===== src/rtl/peer_table_with_aging_unit_defines.svh =====
// Assertion macros shared by the peer table RTL.
`ifndef PEER_TABLE_WITH_AGING_UNIT_DEFINES_SVH
`define PEER_TABLE_WITH_AGING_UNIT_DEFINES_SVH

// Same-cycle implication, checked at every rising edge outside reset.
`define PTWA_ASSERT_IMPL(lbl, clk, rstn, ante, cons) \
  lbl: assert property (@(posedge clk) disable iff (!rstn) (ante) |-> (cons)) \
    else $error("assertion failed: same-cycle implication");

// Next-cycle implication, checked at every rising edge outside reset.
`define PTWA_ASSERT_NEXT(lbl, clk, rstn, ante, cons) \
  lbl: assert property (@(posedge clk) disable iff (!rstn) (ante) |=> (cons)) \
    else $error("assertion failed: next-cycle implication");

`endif


===== src/rtl/ptwa_pkg.sv =====
// Types, codes and constants shared by the peer table modules.
`default_nettype none

package ptwa_pkg;

  localparam int unsigned MaxEntriesDef = 8;
  localparam int unsigned MaxResults    = 28;
  localparam int unsigned CntW          = $clog2(MaxResults + 1);
  localparam logic [15:0] TimeoutReset  = 16'd300;

  typedef enum logic [1:0] {
    OP_JOIN  = 2'd0,
    OP_CHAT  = 2'd1,
    OP_TICK  = 2'd2,
    OP_SWEEP = 2'd3
  } op_e;

  typedef enum logic [2:0] {
    KIND_WELCOME   = 3'd0,
    KIND_JOIN_NOTE = 3'd1,
    KIND_REJ_FULL  = 3'd2,
    KIND_RELAY     = 3'd3,
    KIND_REJ_NOJN  = 3'd4,
    KIND_LEAVE     = 3'd5
  } kind_e;

  // Commands from the controller to the datapath.
  typedef struct packed {
    logic  item_load;
    logic  tick;
    logic  scan_inc;
    logic  scan_clr;
    logic  free_upd;
    logic  slot_ld_scan;
    logic  slot_ld_free;
    logic  slot_inc;
    logic  table_write;
    logic  evict;
    logic  emit;
    logic  emit_entry;
    logic  about_zero;
    kind_e kind;
    logic  flush;
  } ptwa_cmd_t;

  // Status from the datapath to the controller.
  typedef struct packed {
    logic stall;
    logic pend_valid;
    logic hit;
    logic free_any;
    logic scan_last;
    logic slot_last;
    logic scan_emit;
    logic slot_expired;
  } ptwa_stat_t;

endpackage

`default_nettype wire


===== src/rtl/peer_table_with_aging_unit.sv =====
// Top level of the peer table with aging: controller and datapath.
//
// Usage: commands enter on the slave stream. tuser carries the command (join, chat
// message, tick, sweep) and tdata the sender address and port. Results leave on the
// master stream: tuser carries the result kind, tdata the destination and the
// slot the result is about, and tlast marks the final result of an item.
// The block handles one item at a time and scans the table one entry per cycle while
// the receiver keeps up. A tick gives no result. A join runs a lookup scan, a table
// update, a welcome, a fan-out scan and a flush; a chat message runs the same steps
// without the welcome, and a rejected one a lookup scan, a reject result and a flush;
// a lookup that hits stops early. A sweep checks each slot in turn and runs a fan-out
// scan for each evicted peer. Results pass through a holding register and an output
// register; a result leaves the holding register only when the next result of the
// same item is ready or the item is flushed, so the first result waits there until
// then. When the receiver stalls, the holding register fills and the scan waits;
// nothing is dropped. At most 28 results are given per item.
// Reset clears all entries, the seconds counter and the output stage, and loads
// the timeout register with 300. The timeout may be written in any cycle the
// block is idle; there is no clearing pass.
`default_nettype none

module peer_table_with_aging_unit import ptwa_pkg::*; #(
  parameter int unsigned MaxEntries = MaxEntriesDef
) (
  input  wire logic        clk_i,
  input  wire logic        rst_ni,
  input  wire logic        cfg_we_i,
  input  wire logic [15:0] cfg_wdata_i,   // timeout_seconds
  input  wire logic        s_axis_tvalid,
  output logic             s_axis_tready,
  input  wire logic [47:0] s_axis_tdata,  // [31:0] src_ip, [47:32] src_port
  input  wire logic [1:0]  s_axis_tuser,  // [1:0] cmd
  output logic             m_axis_tvalid,
  input  wire logic        m_axis_tready,
  output logic [55:0]      m_axis_tdata,  // [31:0] dest_ip, [47:32] dest_port,
                                          // [50:48] about_slot, rest zero
  output logic [2:0]       m_axis_tuser,  // [2:0] kind
  output logic             m_axis_tlast   // last
);

  ptwa_cmd_t  cmd;
  ptwa_stat_t stat;

  logic [31:0] out_ip;
  logic [15:0] out_port;
  logic [2:0]  out_about;

  ptwa_ctrl u_ctrl (
    .clk_i   (clk_i),
    .rst_ni  (rst_ni),
    .valid_i (s_axis_tvalid),
    .op_i    (s_axis_tuser),
    .ready_o (s_axis_tready),
    .stat_i  (stat),
    .cmd_o   (cmd)
  );

  ptwa_dp #(
    .MaxEntries (MaxEntries)
  ) u_dp (
    .clk_i       (clk_i),
    .rst_ni      (rst_ni),
    .cfg_we_i    (cfg_we_i),
    .cfg_wdata_i (cfg_wdata_i),
    .src_ip_i    (s_axis_tdata[31:0]),
    .src_port_i  (s_axis_tdata[47:32]),
    .cmd_i       (cmd),
    .stat_o      (stat),
    .out_valid_o (m_axis_tvalid),
    .out_ready_i (m_axis_tready),
    .out_kind_o  (m_axis_tuser),
    .out_ip_o    (out_ip),
    .out_port_o  (out_port),
    .out_about_o (out_about),
    .out_last_o  (m_axis_tlast)
  );

  assign m_axis_tdata = {5'b00000, out_about, out_port, out_ip};

endmodule

`default_nettype wire


===== src/rtl/ptwa_ctrl.sv =====
// Controller state machine that sequences lookup, update, fan-out and sweep.
`default_nettype none
`include "peer_table_with_aging_unit_defines.svh"

module ptwa_ctrl import ptwa_pkg::*; (
  input  wire logic       clk_i,
  input  wire logic       rst_ni,
  input  wire logic       valid_i,
  input  wire logic [1:0] op_i,
  output logic            ready_o,
  input  wire ptwa_stat_t stat_i,
  output ptwa_cmd_t       cmd_o
);

  typedef enum logic [7:0] {
    S_IDLE    = 8'b0000_0001,
    S_LOOK    = 8'b0000_0010,
    S_UPDATE  = 8'b0000_0100,
    S_WELCOME = 8'b0000_1000,
    S_REJECT  = 8'b0001_0000,
    S_FAN     = 8'b0010_0000,
    S_SWEEP   = 8'b0100_0000,
    S_FLUSH   = 8'b1000_0000
  } state_e;

  state_e state_q, state_d;
  op_e    op_q, op_d;
  op_e    op_in;
  kind_e  fan_kind;

  assign op_in   = op_e'(op_i);
  assign ready_o = (state_q == S_IDLE);

  always_comb begin
    unique case (op_q)
      OP_JOIN:  fan_kind = KIND_JOIN_NOTE;
      OP_CHAT:  fan_kind = KIND_RELAY;
      OP_TICK:  fan_kind = KIND_LEAVE;
      OP_SWEEP: fan_kind = KIND_LEAVE;
      default:  fan_kind = KIND_LEAVE;
    endcase
  end

  always_comb begin
    state_d = state_q;
    op_d    = op_q;
    cmd_o   = '0;
    cmd_o.kind = KIND_WELCOME;
    unique case (state_q)
      S_IDLE: begin
        if (valid_i) begin
          cmd_o.item_load = 1'b1;
          op_d            = op_in;
          unique case (op_in)
            OP_JOIN, OP_CHAT: state_d = S_LOOK;
            OP_TICK: begin
              cmd_o.tick = 1'b1;
              state_d    = S_IDLE;
            end
            OP_SWEEP: state_d = S_SWEEP;
            default:  state_d = S_IDLE;
          endcase
        end
      end
      S_LOOK: begin
        cmd_o.free_upd = 1'b1;
        if (stat_i.hit) begin
          cmd_o.slot_ld_scan = 1'b1;
          state_d            = S_UPDATE;
        end else if (stat_i.scan_last) begin
          if (op_q == OP_JOIN && stat_i.free_any) begin
            cmd_o.slot_ld_free = 1'b1;
            state_d            = S_UPDATE;
          end else begin
            state_d = S_REJECT;
          end
        end else begin
          cmd_o.scan_inc = 1'b1;
        end
      end
      S_UPDATE: begin
        cmd_o.table_write = 1'b1;
        cmd_o.scan_clr    = 1'b1;
        state_d           = (op_q == OP_JOIN) ? S_WELCOME : S_FAN;
      end
      S_WELCOME: begin
        cmd_o.emit = 1'b1;
        cmd_o.kind = KIND_WELCOME;
        if (!stat_i.stall) begin
          state_d = S_FAN;
        end
      end
      S_REJECT: begin
        cmd_o.emit       = 1'b1;
        cmd_o.about_zero = 1'b1;
        cmd_o.kind       = (op_q == OP_JOIN) ? KIND_REJ_FULL : KIND_REJ_NOJN;
        if (!stat_i.stall) begin
          state_d = S_FLUSH;
        end
      end
      S_FAN: begin
        cmd_o.emit       = stat_i.scan_emit;
        cmd_o.emit_entry = 1'b1;
        cmd_o.kind       = fan_kind;
        if (!stat_i.stall) begin
          if (!stat_i.scan_last) begin
            cmd_o.scan_inc = 1'b1;
          end else if (op_q == OP_SWEEP && !stat_i.slot_last) begin
            cmd_o.slot_inc = 1'b1;
            state_d        = S_SWEEP;
          end else begin
            state_d = S_FLUSH;
          end
        end
      end
      S_SWEEP: begin
        if (stat_i.slot_expired) begin
          cmd_o.evict    = 1'b1;
          cmd_o.scan_clr = 1'b1;
          state_d        = S_FAN;
        end else if (stat_i.slot_last) begin
          state_d = S_FLUSH;
        end else begin
          cmd_o.slot_inc = 1'b1;
        end
      end
      S_FLUSH: begin
        cmd_o.flush = 1'b1;
        if (!stat_i.stall) begin
          state_d = S_IDLE;
        end
      end
      default: state_d = S_IDLE;
    endcase
  end

  always_ff @(posedge clk_i or negedge rst_ni) begin
    if (!rst_ni) begin
      state_q <= S_IDLE;
      op_q    <= OP_JOIN;
    end else begin
      state_q <= state_d;
      op_q    <= op_d;
    end
  end

  // No result may linger in the holding stage once the block takes new items.
  `PTWA_ASSERT_IMPL(a_idle_no_pend, clk_i, rst_ni, state_q == S_IDLE, !stat_i.pend_valid)
  `PTWA_ASSERT_NEXT(a_tick_stays_idle, clk_i, rst_ni, valid_i && ready_o && op_in == OP_TICK, state_q == S_IDLE)
  `PTWA_ASSERT_NEXT(a_hit_updates, clk_i, rst_ni, state_q == S_LOOK && stat_i.hit, state_q == S_UPDATE)

endmodule

`default_nettype wire


===== src/rtl/ptwa_dp.sv =====
// Datapath: peer table, clock and timeout registers, scan counters, result stages.
`default_nettype none
`include "peer_table_with_aging_unit_defines.svh"

module ptwa_dp import ptwa_pkg::*; #(
  parameter int unsigned MaxEntries = MaxEntriesDef
) (
  input  wire logic        clk_i,
  input  wire logic        rst_ni,
  input  wire logic        cfg_we_i,
  input  wire logic [15:0] cfg_wdata_i,
  input  wire logic [31:0] src_ip_i,
  input  wire logic [15:0] src_port_i,
  input  wire ptwa_cmd_t   cmd_i,
  output ptwa_stat_t       stat_o,
  output logic             out_valid_o,
  input  wire logic        out_ready_i,
  output logic [2:0]       out_kind_o,
  output logic [31:0]      out_ip_o,
  output logic [15:0]      out_port_o,
  output logic [2:0]       out_about_o,
  output logic             out_last_o
);

  localparam int unsigned IdxW = (MaxEntries > 1) ? $clog2(MaxEntries) : 1;
  localparam logic [IdxW-1:0] LastIdx = IdxW'(MaxEntries - 1);

  typedef struct packed {
    kind_e       kind;
    logic [31:0] ip;
    logic [15:0] port;
    logic [2:0]  about;
  } res_t;

  // Table storage; valid bits are reset, the payload is written before use.
  logic [MaxEntries-1:0] valid_q, valid_d;
  logic [31:0] ip_q   [MaxEntries];
  logic [15:0] port_q [MaxEntries];
  logic [31:0] seen_q [MaxEntries];

  logic [31:0]     seconds_q;
  logic [15:0]     timeout_q;
  logic [31:0]     key_ip_q;
  logic [15:0]     key_port_q;
  logic [IdxW-1:0] scan_q, slot_q, free_q;
  logic            free_found_q;
  logic [CntW-1:0] cnt_q;

  res_t pend_q, out_q, res_new;
  logic pend_valid_q, out_valid_q, out_last_q;

  logic [IdxW+2:0] slot_ext;
  logic [31:0]     age;
  logic            expired;
  logic            cnt_full, emit_take, out_free, stall, move;

  assign slot_ext = {3'b000, slot_q};
  assign age      = seconds_q - seen_q[slot_q];
  assign expired  = age > {16'h0000, timeout_q};

  assign res_new.kind  = cmd_i.kind;
  assign res_new.ip    = cmd_i.emit_entry ? ip_q[scan_q] : key_ip_q;
  assign res_new.port  = cmd_i.emit_entry ? port_q[scan_q] : key_port_q;
  assign res_new.about = cmd_i.about_zero ? 3'b000 : slot_ext[2:0];

  // Results past the cap are dropped; the last one kept still carries the end mark.
  assign cnt_full  = (cnt_q == CntW'(MaxResults));
  assign emit_take = cmd_i.emit && !cnt_full;
  assign out_free  = !out_valid_q || out_ready_i;
  assign stall     = (emit_take || cmd_i.flush) && pend_valid_q && !out_free;
  assign move      = (emit_take || cmd_i.flush) && pend_valid_q && out_free;

  always_comb begin
    stat_o.stall        = stall;
    stat_o.pend_valid   = pend_valid_q;
    stat_o.hit          = valid_q[scan_q] && (ip_q[scan_q] == key_ip_q) &&
                          (port_q[scan_q] == key_port_q);
    stat_o.free_any     = free_found_q || !valid_q[scan_q];
    stat_o.scan_last    = (scan_q == LastIdx);
    stat_o.slot_last    = (slot_q == LastIdx);
    stat_o.scan_emit    = valid_q[scan_q] && (scan_q != slot_q);
    stat_o.slot_expired = valid_q[slot_q] && expired;
  end

  always_comb begin
    valid_d = valid_q;
    if (cmd_i.table_write) begin
      valid_d[slot_q] = 1'b1;
    end
    if (cmd_i.evict) begin
      valid_d[slot_q] = 1'b0;
    end
  end

  always_ff @(posedge clk_i or negedge rst_ni) begin
    if (!rst_ni) begin
      valid_q      <= '0;
      seconds_q    <= '0;
      timeout_q    <= TimeoutReset;
      scan_q       <= '0;
      slot_q       <= '0;
      free_q       <= '0;
      free_found_q <= 1'b0;
      cnt_q        <= '0;
      pend_valid_q <= 1'b0;
      out_valid_q  <= 1'b0;
      out_last_q   <= 1'b0;
    end else begin
      valid_q <= valid_d;
      if (cfg_we_i) begin
        timeout_q <= cfg_wdata_i;
      end
      if (cmd_i.tick) begin
        seconds_q <= seconds_q + 32'd1;
      end

      if (cmd_i.item_load || cmd_i.scan_clr) begin
        scan_q <= '0;
      end else if (cmd_i.scan_inc) begin
        scan_q <= scan_q + IdxW'(1);
      end

      if (cmd_i.item_load) begin
        slot_q <= '0;
      end else if (cmd_i.slot_ld_scan) begin
        slot_q <= scan_q;
      end else if (cmd_i.slot_ld_free) begin
        slot_q <= free_found_q ? free_q : scan_q;
      end else if (cmd_i.slot_inc) begin
        slot_q <= slot_q + IdxW'(1);
      end

      if (cmd_i.item_load) begin
        free_found_q <= 1'b0;
      end else if (cmd_i.free_upd && !valid_q[scan_q] && !free_found_q) begin
        free_found_q <= 1'b1;
        free_q       <= scan_q;
      end

      if (cmd_i.item_load) begin
        cnt_q <= '0;
      end else if (emit_take && !stall) begin
        cnt_q <= cnt_q + CntW'(1);
      end

      if (emit_take && !stall) begin
        pend_valid_q <= 1'b1;
      end else if (cmd_i.flush && !stall) begin
        pend_valid_q <= 1'b0;
      end

      if (move) begin
        out_valid_q <= 1'b1;
        out_last_q  <= cmd_i.flush;
      end else if (out_ready_i) begin
        out_valid_q <= 1'b0;
      end
    end
  end

  // Payload registers carry no reset.
  always_ff @(posedge clk_i) begin
    if (cmd_i.item_load) begin
      key_ip_q   <= src_ip_i;
      key_port_q <= src_port_i;
    end
    if (cmd_i.table_write) begin
      ip_q[slot_q]   <= key_ip_q;
      port_q[slot_q] <= key_port_q;
      seen_q[slot_q] <= seconds_q;
    end
    if (emit_take && !stall) begin
      pend_q <= res_new;
    end
    if (move) begin
      out_q <= pend_q;
    end
  end

  assign out_valid_o = out_valid_q;
  assign out_kind_o  = out_q.kind;
  assign out_ip_o    = out_q.ip;
  assign out_port_o  = out_q.port;
  assign out_about_o = out_q.about;
  assign out_last_o  = out_last_q;

  `PTWA_ASSERT_IMPL(a_stall_needs_busy_out, clk_i, rst_ni, stall, out_valid_q && !out_ready_i)
  `PTWA_ASSERT_IMPL(a_cnt_bound, clk_i, rst_ni, 1'b1, cnt_q <= CntW'(MaxResults))
  `PTWA_ASSERT_NEXT(a_flush_empties, clk_i, rst_ni, cmd_i.flush && !stall, !pend_valid_q)

endmodule

`default_nettype wire


===== config.mk =====
export PLATFORM = sky130hd
export DESIGN_NAME = peer_table_with_aging_unit
export DESIGN_NICKNAME = d
export VERILOG_FILES = /design/src/rtl/ptwa_pkg.sv /design/src/rtl/peer_table_with_aging_unit.sv /design/src/rtl/ptwa_ctrl.sv /design/src/rtl/ptwa_dp.sv
export VERILOG_INCLUDE_DIRS = /design/src /design/src/rtl
export SDC_FILE = /design/constraint.sdc
export NUM_CORES = 1
export LEC_CHECK = 0
export BUFFER_PORTS_ARGS = -buffer_cell sky130_fd_sc_hd__buf_2
export CAP_MARGIN = 20
export CORE_MARGIN = 4
export CORE_UTILIZATION = 58
export DETAILED_ROUTE_END_ITERATION = 7
export PLACE_DENSITY = 0.75
export SKIP_LAST_GASP = 1
export SYNTH_ARGS = -nofsm -noshare
export SYNTH_HDL_FRONTEND = slang
export SYNTH_SLANG_ARGS = --single-unit

===== constraint.sdc =====
create_clock -name clk_i -period 8.4 [get_ports clk_i]
set_input_delay 0.42 -clock clk_i [delete_from_list [all_inputs] [get_ports clk_i]]
set_output_delay 0.42 -clock clk_i [all_outputs]
set_load 0.005 [all_outputs]

==> reports/results.ini, run 1 <==
[outcome]
outcome = finished clean

[synth]
ys_seq_elements = 880
synthArstFlopShare = 0.0955
synth_xor_area_frac = 0.0240
synthMuxAreaShare = 0.0718
synthDistinctLibCells = 95
synth-compound-area-share = 0.0829
synth_top_family_by_area = compound AO/OA/AOI/OAI gates
yosys.area_share.simple = 0.0609
synth_edf_count = 796
synth_fa_ha_area_frac = 0.0200
syn-cell-area_um2 = 36100
yosysWarningCount = 0
synth.avg_cell_area_um2 = 16.3
syn_inst = 2209
ys.flop_type = edfxtp_1
yosysSeqAreaShare = 0.721

[timing]
fin_crit_ps = 7100
final.setup.tns_ps = 0
rsz0062_at_grt = no
slew_violations = 0
max_slew_margin = 0.193
finalHoldViolations = 0
max_slew.worst_pin.slew_ps = 1200
timing.fmax_mhz = 141
min_period_over_period = 0.845
setup_viol = 0
fin_worst_skew_ps = 25.8

[clock_tree]
cts_tree = built
cts_max_level = 3
root_buffer = clkbuf_16
numCtsBuffers = 88
postCtsSetupBuffers = 0
max-clock-path-buffers = 3
clkTransAtPathRegs_ps = 60
cts.sink_count = 880
insertion_delay_ps = 650

[die]
die_h_um = 257
fp-row-count = 91
die_width_um = 257
start_util = 0.585
core_area_um2 = 61700
boundaryPins = 133
fp.dieArea_um2 = 66300

[setup_path]
r2r_slack_ps = 1300
critical_path_class = register to register
r2r-end = u_ctrl.state_q[5]
worstPathArrival_ps = 7620
timing.rr.start = u_dp.slot_q[2]
worst_ep_required_time_ps = 8920
r2r_cells = 24
crit_path_end_kind = register
critPathMaxFanout = 23
critPathLaunchType = register

[pwr]
p_leak_nw = 14.4
peakVddDrop_mv = 0.185
p_per_area_nw_per_um2 = 307
internal-power_w = 0.00862
seq_power_share = 0.432
comb_power_share = 0.268
p_sw_w = 0.00401
p_clk_frac = 0.300
total_power_w = 0.0126
switching_share = 0.318

[placement]
dpl.hpwl_um = 50700
globalplace.congestion = 0.942
placed_area_um2 = 37700
portBuffers = 127

[detailed_routing]
ant_nets = 0
dr.first_iter.drc_count = 2293
drc = 0
vias_per_cell = 6.24
vias = 20900
wl_per_cell_um = 25.4
drt_pass1_iterations = 5
drt_wl_total_um = 85200

[min_path]
hp-start = cfg_wdata_i[0]
min_to = u_dp.timeout_q[0]
min_path_cells = 2
hp-class = input port to register

[finish]
area_growth_pct = 13.9
final_nets = 2570
final_util = 0.666
regArea_um2 = 26000
mostFrequentLayoutCells = 796 x edfxtp_1, 144 x nand2_1, 126 x buf_2, 107 x mux2i_1
drive_gt1_frac = 0.168
final_area_um2 = 41100
antenna_cells = 0
final_common_cell = edfxtp_1
fill_cells = 4172
multiInputGateArea_um2 = 9480

[global_route]
grt_use_total = 0.256
grt_first_pass_wirelength_um = 130000
grt_max_degree = 91
grt_pass1_vias = 21500
grt_overflow = 0
grt_antenna_before_repair = 0

[job]
maxCapViolCount = 0

-- cell families after synthesis --
| family | after synthesis |
|---|---|
| xor gates and xnor gates | 99 |
| adders and majority gates | 57 |
| and+or+nand+nor | 433 |
| muxes | 179 |
| buffers and inverters | 138 |
| AOI/OAI and AO/OA | 422 |
| other | 1 |
| DFF | 880 |
-- worst max-delay path by stage --
stage / startpoint / endpoint / slack, ps / depth (start not counted)
floorplan: u_dp.slot_q[0] / u_dp.slot_q[0] / 2040 / 26
global placement: u_dp.slot_q[2] / u_ctrl.state_q[5] / 1530 / 24
detailed placement: u_dp.slot_q[0] / u_ctrl.state_q[5] / 1390 / 24
CTS: u_dp.slot_q[0] / u_ctrl.state_q[5] / 1360 / 24
global route: u_dp.slot_q[2] / u_ctrl.state_q[5] / 850 / 24
finish: u_dp.slot_q[2] / u_ctrl.state_q[5] / 1300 / 24
-- synth_stat cells (5+ instances only) --
library cell  count  area share
a31oi_1           7      0.0012
o21a_1            9      0.0019
clkbuf_1         54      0.0056
or2_2             6      0.0010
buf_6             5      0.0016
nand2_1         144       0.015
and2_1           14      0.0024
mux4_2           63       0.039
nor3_1           18      0.0025
buf_2             7     0.00097
a22o_1           35      0.0085
nand3b_1          6      0.0012
buf_4            14      0.0029
nor2b_1           9      0.0016
nand4b_1          5      0.0012
xnor2_1          82       0.020
and4_1            5      0.0012
a21oi_1          52      0.0072
nor4_1           23      0.0040
a22oi_1          96       0.020
ha_1             56       0.019
mux2_2            5      0.0016
nand4_1          23      0.0040
nand3_1          32      0.0044
dfrtp_1          79       0.055
o211ai_1          9      0.0019
inv_1            41      0.0043
a21o_1           15      0.0031
buf_1             9     0.00094
mux2i_1         107       0.030
o31ai_1           5      0.0010
a211oi_1         10      0.0021
dfstp_2           5      0.0036
xor2_1           17      0.0041
or4_1             6      0.0012
a221oi_1         35      0.0085
edfxtp_1        796        0.66
o22a_1            9      0.0022
o21ai_0          96       0.013
nor2_1           74      0.0077
and3_1           42      0.0073
-- sequential cells by signal, indices dropped and copies added, names as in the netlist, 2 cells and up --
signal	flops
u_dp.seconds_q	32
u_dp.out_ip_o	32
u_dp.out_kind_o	3
u_dp.slot_q	3
u_dp.ip_q	256
u_dp.timeout_q	16
u_ctrl.op_q	2
u_dp.key_port_q	16
u_dp.key_ip_q	32
u_dp.port_q	128
u_ctrl.state_q	8
u_dp.out_port_o	16
u_dp.valid_q	8
u_dp.pend_q	54
u_dp.scan_q	3
u_dp.out_about_o	3
u_dp.cnt_q	5
u_dp.free_q	3
u_dp.seen_q	256
-- power groups by stage --
stage / registers, W / logic [W] / clock network (W)
after floorplan: 0.00538 / 0.00249 / 0
after global placement: 0.00552 / 0.00324 / 0
after detailed placement: 0.00554 / 0.00330 / 0
after CTS: 0.00545 / 0.00336 / 0.00384
after global routing: 0.00550 / 0.00369 / 0.00404
final: 0.00546 / 0.00338 / 0.00379
-- layer usage --
layer  vias up  GRT usage  wire length (um)
met4         0     0.0761              2220
met5         -          0                 0
li1       9208          -                 -
met2       997      0.433             42800
met1     10500      0.349             33900
met3       148     0.0389              6250
-- worst max-delay path, cell delays in order, from the launching register on --
cell and delay (ps):
dfrtp_1 810, nor3_2 60, buf_4 250, a22o_1 250, a221oi_1 240, nand3_1 150
ha_1 270, fa_1 440, nor2b_1 170, o2111ai_1 230, a2111oi_2 700, nor2_1 130
xnor2_1 150, ha_1 310, and3_1 210, nand2_1 70, a2bb2oi_1 160, a22o_2 160
and3_2 170, nand4_1 60, or4b_1 510, or4b_4 540, o211ai_2 460, o211ai_1 150
mux2_2 290
-- what timing repair did --
action | CTS | global route
resized for setup | 0 | 0
hold buffers | 64 | 0
endpoints found under the hold margin | 92 | 0
-- stage by stage --
stage / hold slack [ps] / cells / setup slack [ps]
floorplan: 124 / 2213 / 2040
detailed placement: 405 / 3125 / 1390
global placement: 398 / 3125 / 1530
global route: 13.0 / 3349 / 853
finish: 31.3 / 3349 / 1300
CTS: 2.32 / 3349 / 1360
-- final cells by class --
class / instances / share of cell area
well taps: 837 / 0.0255
clock inverters: 52 / 0.0127
flip-flops and latches: 880 / 0.633
clock buffers: 108 / 0.0554
repair buffers: 234 / 0.0393
inverters: 43 / 0.00393
multi-input cells: 1195 / 0.231
(Power assumes the default switching activity.)
==> run 2, diff against run 1 <==
Clock period 8.4 ns to 7.1 ns, I/O delays scaled along.
==> reports/results.ini, run 2 (synthesized netlist as in run 1, its figures left out) <==
[outcome]
outcome = finished clean

[clock_tree]
cts.sink_count = 880
cts_tree = built
root_buffer = clkbuf_16
max-clock-path-buffers = 3
clkTransAtPathRegs_ps = 60
insertion_delay_ps = 640
cts_max_level = 3
numCtsBuffers = 87

[setup_path]
crit_top_cell = ha_1
crit_path_end_kind = register
critical_path_class = register to register
critPathLaunchType = register
worstPathArrival_ps = 7230
path_depth = 24
r2r_cells = 24
crit_path_start = u_dp.slot_q[0]
timing.rr.start = u_dp.slot_q[0]
cp_slowest_cell = a2111oi_2
worst_ep_required_time_ps = 7600
critical_path_buf_inv_count = 1
crit_chain = nor3_2, buf_12, a22o_1, a221oi_1, nand3_1, ha_1, fa_1, nor2b_1, o2111ai_1, a2111oi_2, nor2_1, xnor2_1, ha_1, and3_1, nand2_1, a2bb2oi_1, a22o_2, and3_2, nand4_1, or4b_1, or4b_4, o21a_4, o21ba_1, mux2_1
max_stage_delay_ps = 690
path_delay_family = simple AND/OR/NAND/NOR gates
critPathMaxFanout = 33

[timing]
max_slew_margin = 0.340
timing.fmax_mhz = 149
max_slew.worst_pin.slew_ps = 989
fin_worst_skew_ps = 28.3
fin_crit_ps = 6730
setup_viol = 0
finalHoldViolations = 0
min_period_over_period = 0.947
rsz0062_at_grt = no
slew_violations = 0
final.setup.tns_ps = 0

[global_route]
grt_max_degree = 87
grt_use_total = 0.264
grt_first_pass_wirelength_um = 133000
grt_pass1_vias = 21500
grt_antenna_before_repair = 1
grt_overflow = 0

[min_path]
hp-class = input port to async pin

[finish]
final_cells = 3365
final_nets = 2584
final_common_cell = edfxtp_1
reg.largest.list = u_dp.ip_q: 256 flops, u_dp.seen_q: 256 flops, u_dp.port_q: 128 flops
antenna_cells = 0
mostFrequentLayoutCells = 796 x edfxtp_1, 144 x nand2_1, 126 x buf_2, 107 x mux2i_1
drive_gt1_frac = 0.177
area_growth_pct = 15.2

[die]
fp.dieArea_um2 = 66300
boundaryPins = 133
die_h_um = 257
start_util = 0.585
core_area_um2 = 61700
fp-row-count = 91
die_width_um = 257

[placement]
dpl.hpwl_um = 52700
globalplace.congestion = 0.918
portBuffers = 127
placed_cells = 3135

[job]
maxCapViolCount = 0

[detailed_routing]
drt_pass1_iterations = 6
drt_wl_total_um = 87900
vias_per_cell = 6.27
wl_per_cell_um = 26.1
ant_nets = 0
vias = 21100
dr.first_iter.drc_count = 2321
drc = 0

[pwr]
p_per_area_nw_per_um2 = 371
p_leak_nw = 14.6
peakVddDrop_mv = 0.236

[run 2: cell count changes in the layout (fill, tap and decap cells not counted), sizes merged]
cell	delta
bufinv	+7
clkinv	-9
buf	+11
inv	+1
dlygate4sd3	+4
clkbuf	+2
[run 2: metrics by stage]
step	util	hold slack (ps)	power, W	worst slack, ps	area, um2
floorplan	-	59.4	0.00932	743	36100
global placement	0.612	156	0.0105	388	37800
detailed placement	0.613	157	0.0106	331	37800
CTS	0.673	21.9	0.0154	304	41500
global route	0.674	28.3	0.0161	15.1	41600
finish	0.674	45.5	0.0154	374	41600
[run 2: power by group]
group          internal (W)  total [W]  switching, W  leakage (nW)
clock network       0.00289    0.00483       0.00195          1.50
registers           0.00607    0.00648      0.000418          8.35
logic               0.00164    0.00411       0.00246          4.79
total                0.0106     0.0154       0.00483          14.6
[run 2: layout make-up]
class                      count  area [um2]
sequential                   880       26000
fill                        4093       20100
multi-input combinational   1195        9490
clock buffer                 110        2400
timing repair buffer         249        1800
tap                          837        1050
clock inverter                51         657
inverter                      43         161
[run 2: worst reg2reg max path, cell delays in order (launching register included)]
cell       delay (ps)
dfrtp_1           600
nor3_2            120
buf_12            200
a22o_1            260
a221oi_1          200
nand3_1           140
ha_1              260
fa_1              440
nor2b_1           180
o2111ai_1         230
a2111oi_2         690
nor2_1            130
xnor2_1           160
ha_1              310
and3_1            220
nand2_1            80
a2bb2oi_1         150
a22o_2            150
and3_2            180
nand4_1            70
or4b_1            510
or4b_4            540
o21a_4            250
o21ba_1           230
mux2_1            330
[run 2: path summary, 6_finish.rpt]
kind	to	slack (ps)
max	u_dp.slot_q[2]	370
min	u_dp.cnt_q[2]	50
max reg2reg	u_dp.slot_q[2]	370
min reg2reg	u_dp.out_ip_o[30]	410
max in group asynchronous	u_dp.seconds_q[27]	6060
min in group clk_i	u_ctrl.state_q[0]	50
[run 2: repair_timing]
item	in CTS	in global routing
endpoints found under the setup margin	0	8
hold endpoints to repair	72	0
buffers inserted	0	0
hold buffers	68	0
gates resized for setup	0	2
[run 2: metal layers]
metal | part of all wire | wire length, um | track usage
met5 | 0 | 0 | 0
met3 | 0.069 | 6100 | 0.0367
met2 | 0.51 | 44400 | 0.447
met4 | 0.029 | 2570 | 0.0808
met1 | 0.40 | 34800 | 0.362
==> run 3, diff against run 2 <==
Settings changed: ABC_AREA set to 1.
==> reports/results.ini, run 3 <==
[timing]
fin_crit_ps = 6240
min_period_over_period = 0.879
max_slew.worst_pin.slew_ps = 1110
fin_hold_ws_ps = 69.2
setup_viol = 0
max_slew_margin = 0.258
fin_worst_skew_ps = 33.1
final.setup.tns_ps = 0
rsz0062_at_grt = no
slew_violations = 0
finalHoldViolations = 0
setup_slack_ps = 858
timing.fmax_mhz = 160

[clock_tree]
ctsResizeCount = 0
cts.sink_count = 880
clkTransAtPathRegs_ps = 70
cts_tree = built
insertion_delay_ps = 650
root_buffer = clkbuf_16
cts_max_level = 3
numCtsBuffers = 87
postCtsSetupBuffers = 0
max-clock-path-buffers = 3
ctsHoldBuffers = 66

[synth]
yosysSeqAreaShare = 0.676
yosysWarningCount = 0
yosys.area.top_type_share = 0.621
ys.flop_type = edfxtp_1
synth.avg_cell_area_um2 = 10.8
ys_seq_elements = 880
synthArstFlopShare = 0.0955
synth_area_leader_cell = edfxtp_1
synthDistinctLibCells = 55
synthTopCellsByArea = edfxtp_1 62%, nand2_1 10%, dfrtp_1 5.1%
ys_top_cells_by_count = 1,045 x nand2_1, 796 x edfxtp_1, 468 x inv_1
syn-cell-area_um2 = 38500
synth_edf_count = 796
yosys.cell_count.top_type = nand2_1
syn_inst = 3559

[placement]
globalplace.congestion = 0.901
dpl.hpwl_um = 53400
portBuffers = 127
pre_cts_ws_ps = 955

[setup_path]
critPathMaxFanout = 20
max_stage_delay_ps = 610
critical_path_class = register to register
path_depth = 32
critPathLaunchType = register
r2r_cells = 32
crit_path_end_kind = register
cp_slowest_cell = dfrtp_1
worst_ep_required_time_ps = 7680
path_delay_family = simple AND/OR/NAND/NOR gates
critical_path_buf_inv_count = 3
worstPathArrival_ps = 6820
crit_top_cell = nand2_1

[die]
core_area_um2 = 65700
fp.dieArea_um2 = 70500
fp-row-count = 94
die_width_um = 266
die_h_um = 266
boundaryPins = 133
start_util = 0.585

[detailed_routing]
vias_per_cell = 5.52
dr.first_iter.drc_count = 2726
top_layer = met4
vias = 26000
drc = 0
drt-met1-wl_um = 37100
met3_length_um = 6260
drt_wl_total_um = 90300
routed-wl-met2_um = 44400
drt_pass1_iterations = 5
ant_nets = 0
wl_per_cell_um = 19.2

[pwr]
p_leak_nw = 18.0
total_power_w = 0.0155
p_per_area_nw_per_um2 = 356
peakVddDrop_mv = 0.231

[global_route]
grt_overflow = 0
grt_pass1_vias = 25100
grt_antenna_before_repair = 0
grt_max_degree = 92
grt_first_pass_wirelength_um = 139000
grt_use_total = 0.253

[finish]
reg.largest.list = u_dp.ip_q: 256 flops, u_dp.seen_q: 256 flops, u_dp.port_q: 128 flops
drive_gt1_frac = 0.0905
mostFrequentLayoutCells = 1,045 x nand2_1, 796 x edfxtp_1, 466 x inv_1, 263 x nand3_1, 240 x nor2_1
final_nets = 3890
area_growth_pct = 13.3
final_util = 0.663
final_common_cell = nand2_1
antenna_cells = 0

[job]
maxCapViolCount = 0

[outcome]
outcome = finished clean

[min_path]
min_path_cells = 3
hp-class = input port to register

[run 3: cell count changes after synthesis, sizes merged, moves of 29 or more]
cell   previous run  this run
a22oi            96        35
and3             43         3
buf              36        68
inv              43       471
mux2i           107         0
mux4             63         0
nand2           144      1048
nand3            32       265
nand4            23        52
nor2             74       255
o21ai            96       137
xnor2            82         9
[run 3: power by group]
| part | switching, W | internal [W] |
|---|---|---|
| combinational | 0.00293 | 0.00140 |
| clock | 0.00192 | 0.00269 |
| sequential | 0.000451 | 0.00612 |
| total | 0.00530 | 0.0102 |
[run 3: logic make-up after synthesis]
group,Yosys count,share of synthesized area
multiplexers,1,0.000293
XOR/XNOR,47,0.0107
AND/OR/NAND/NOR,1687,0.185
AO/OA/AOI/OAI,290,0.0471
buffers and inverters,596,0.0619
other,1,0.0000975
adder cells (fa/ha/maj),57,0.0187
flip-flops,880,0.676
[run 3: path summary, 6_finish.rpt]
| path | from | end | slack, ps |
|---|---|---|---|
| max | u_dp.slot_q[0] | u_dp.scan_q[2] | 860 |
| min | s_axis_tuser[1] | u_ctrl.op_q[1] | 70 |
| max reg2reg | u_dp.slot_q[0] | u_dp.scan_q[2] | 860 |
| min reg2reg | u_dp.pend_q[46] | u_dp.out_ip_o[27] | 420 |
| max in group asynchronous | rst_ni | u_dp.scan_q[0] | 5790 |
| min in group asynchronous | rst_ni | u_dp.timeout_q[7] | 270 |
[run 3: final cells by class]
class | instances | area, um2
Tap cell | 864 | 1080
Fill cell | 4691 | 22100
Inverter | 475 | 1790
Clock buffer | 117 | 2400
Sequential cell | 880 | 26000
Timing Repair Buffer | 231 | 1630
Multi-Input combinational cell | 2087 | 10200
Clock inverter | 45 | 503
[run 3: tightest hold or removal path, cell delays in order]
cell	delay [ps]
buf_2	130
inv_1	90
o21ai_0	90
[run 3: per-layer routing]
layer / up-vias / global-route usage
met5: - / 0
met3: 165 / 0.0335
li1: 12400 / -
met1: 12400 / 0.343
met4: 0 / 0.0856
met2: 1034 / 0.429
[run 3: metrics by stage]
step / instance area (um2) / cells
4_1_cts: 43600 / 4699
6_report: 43600 / 4699
2_1_floorplan: 38500 / 3563
3_3_place_gp: 40000 / 4471
3_5_place_dp: 40000 / 4471
5_1_grt: 43600 / 4699
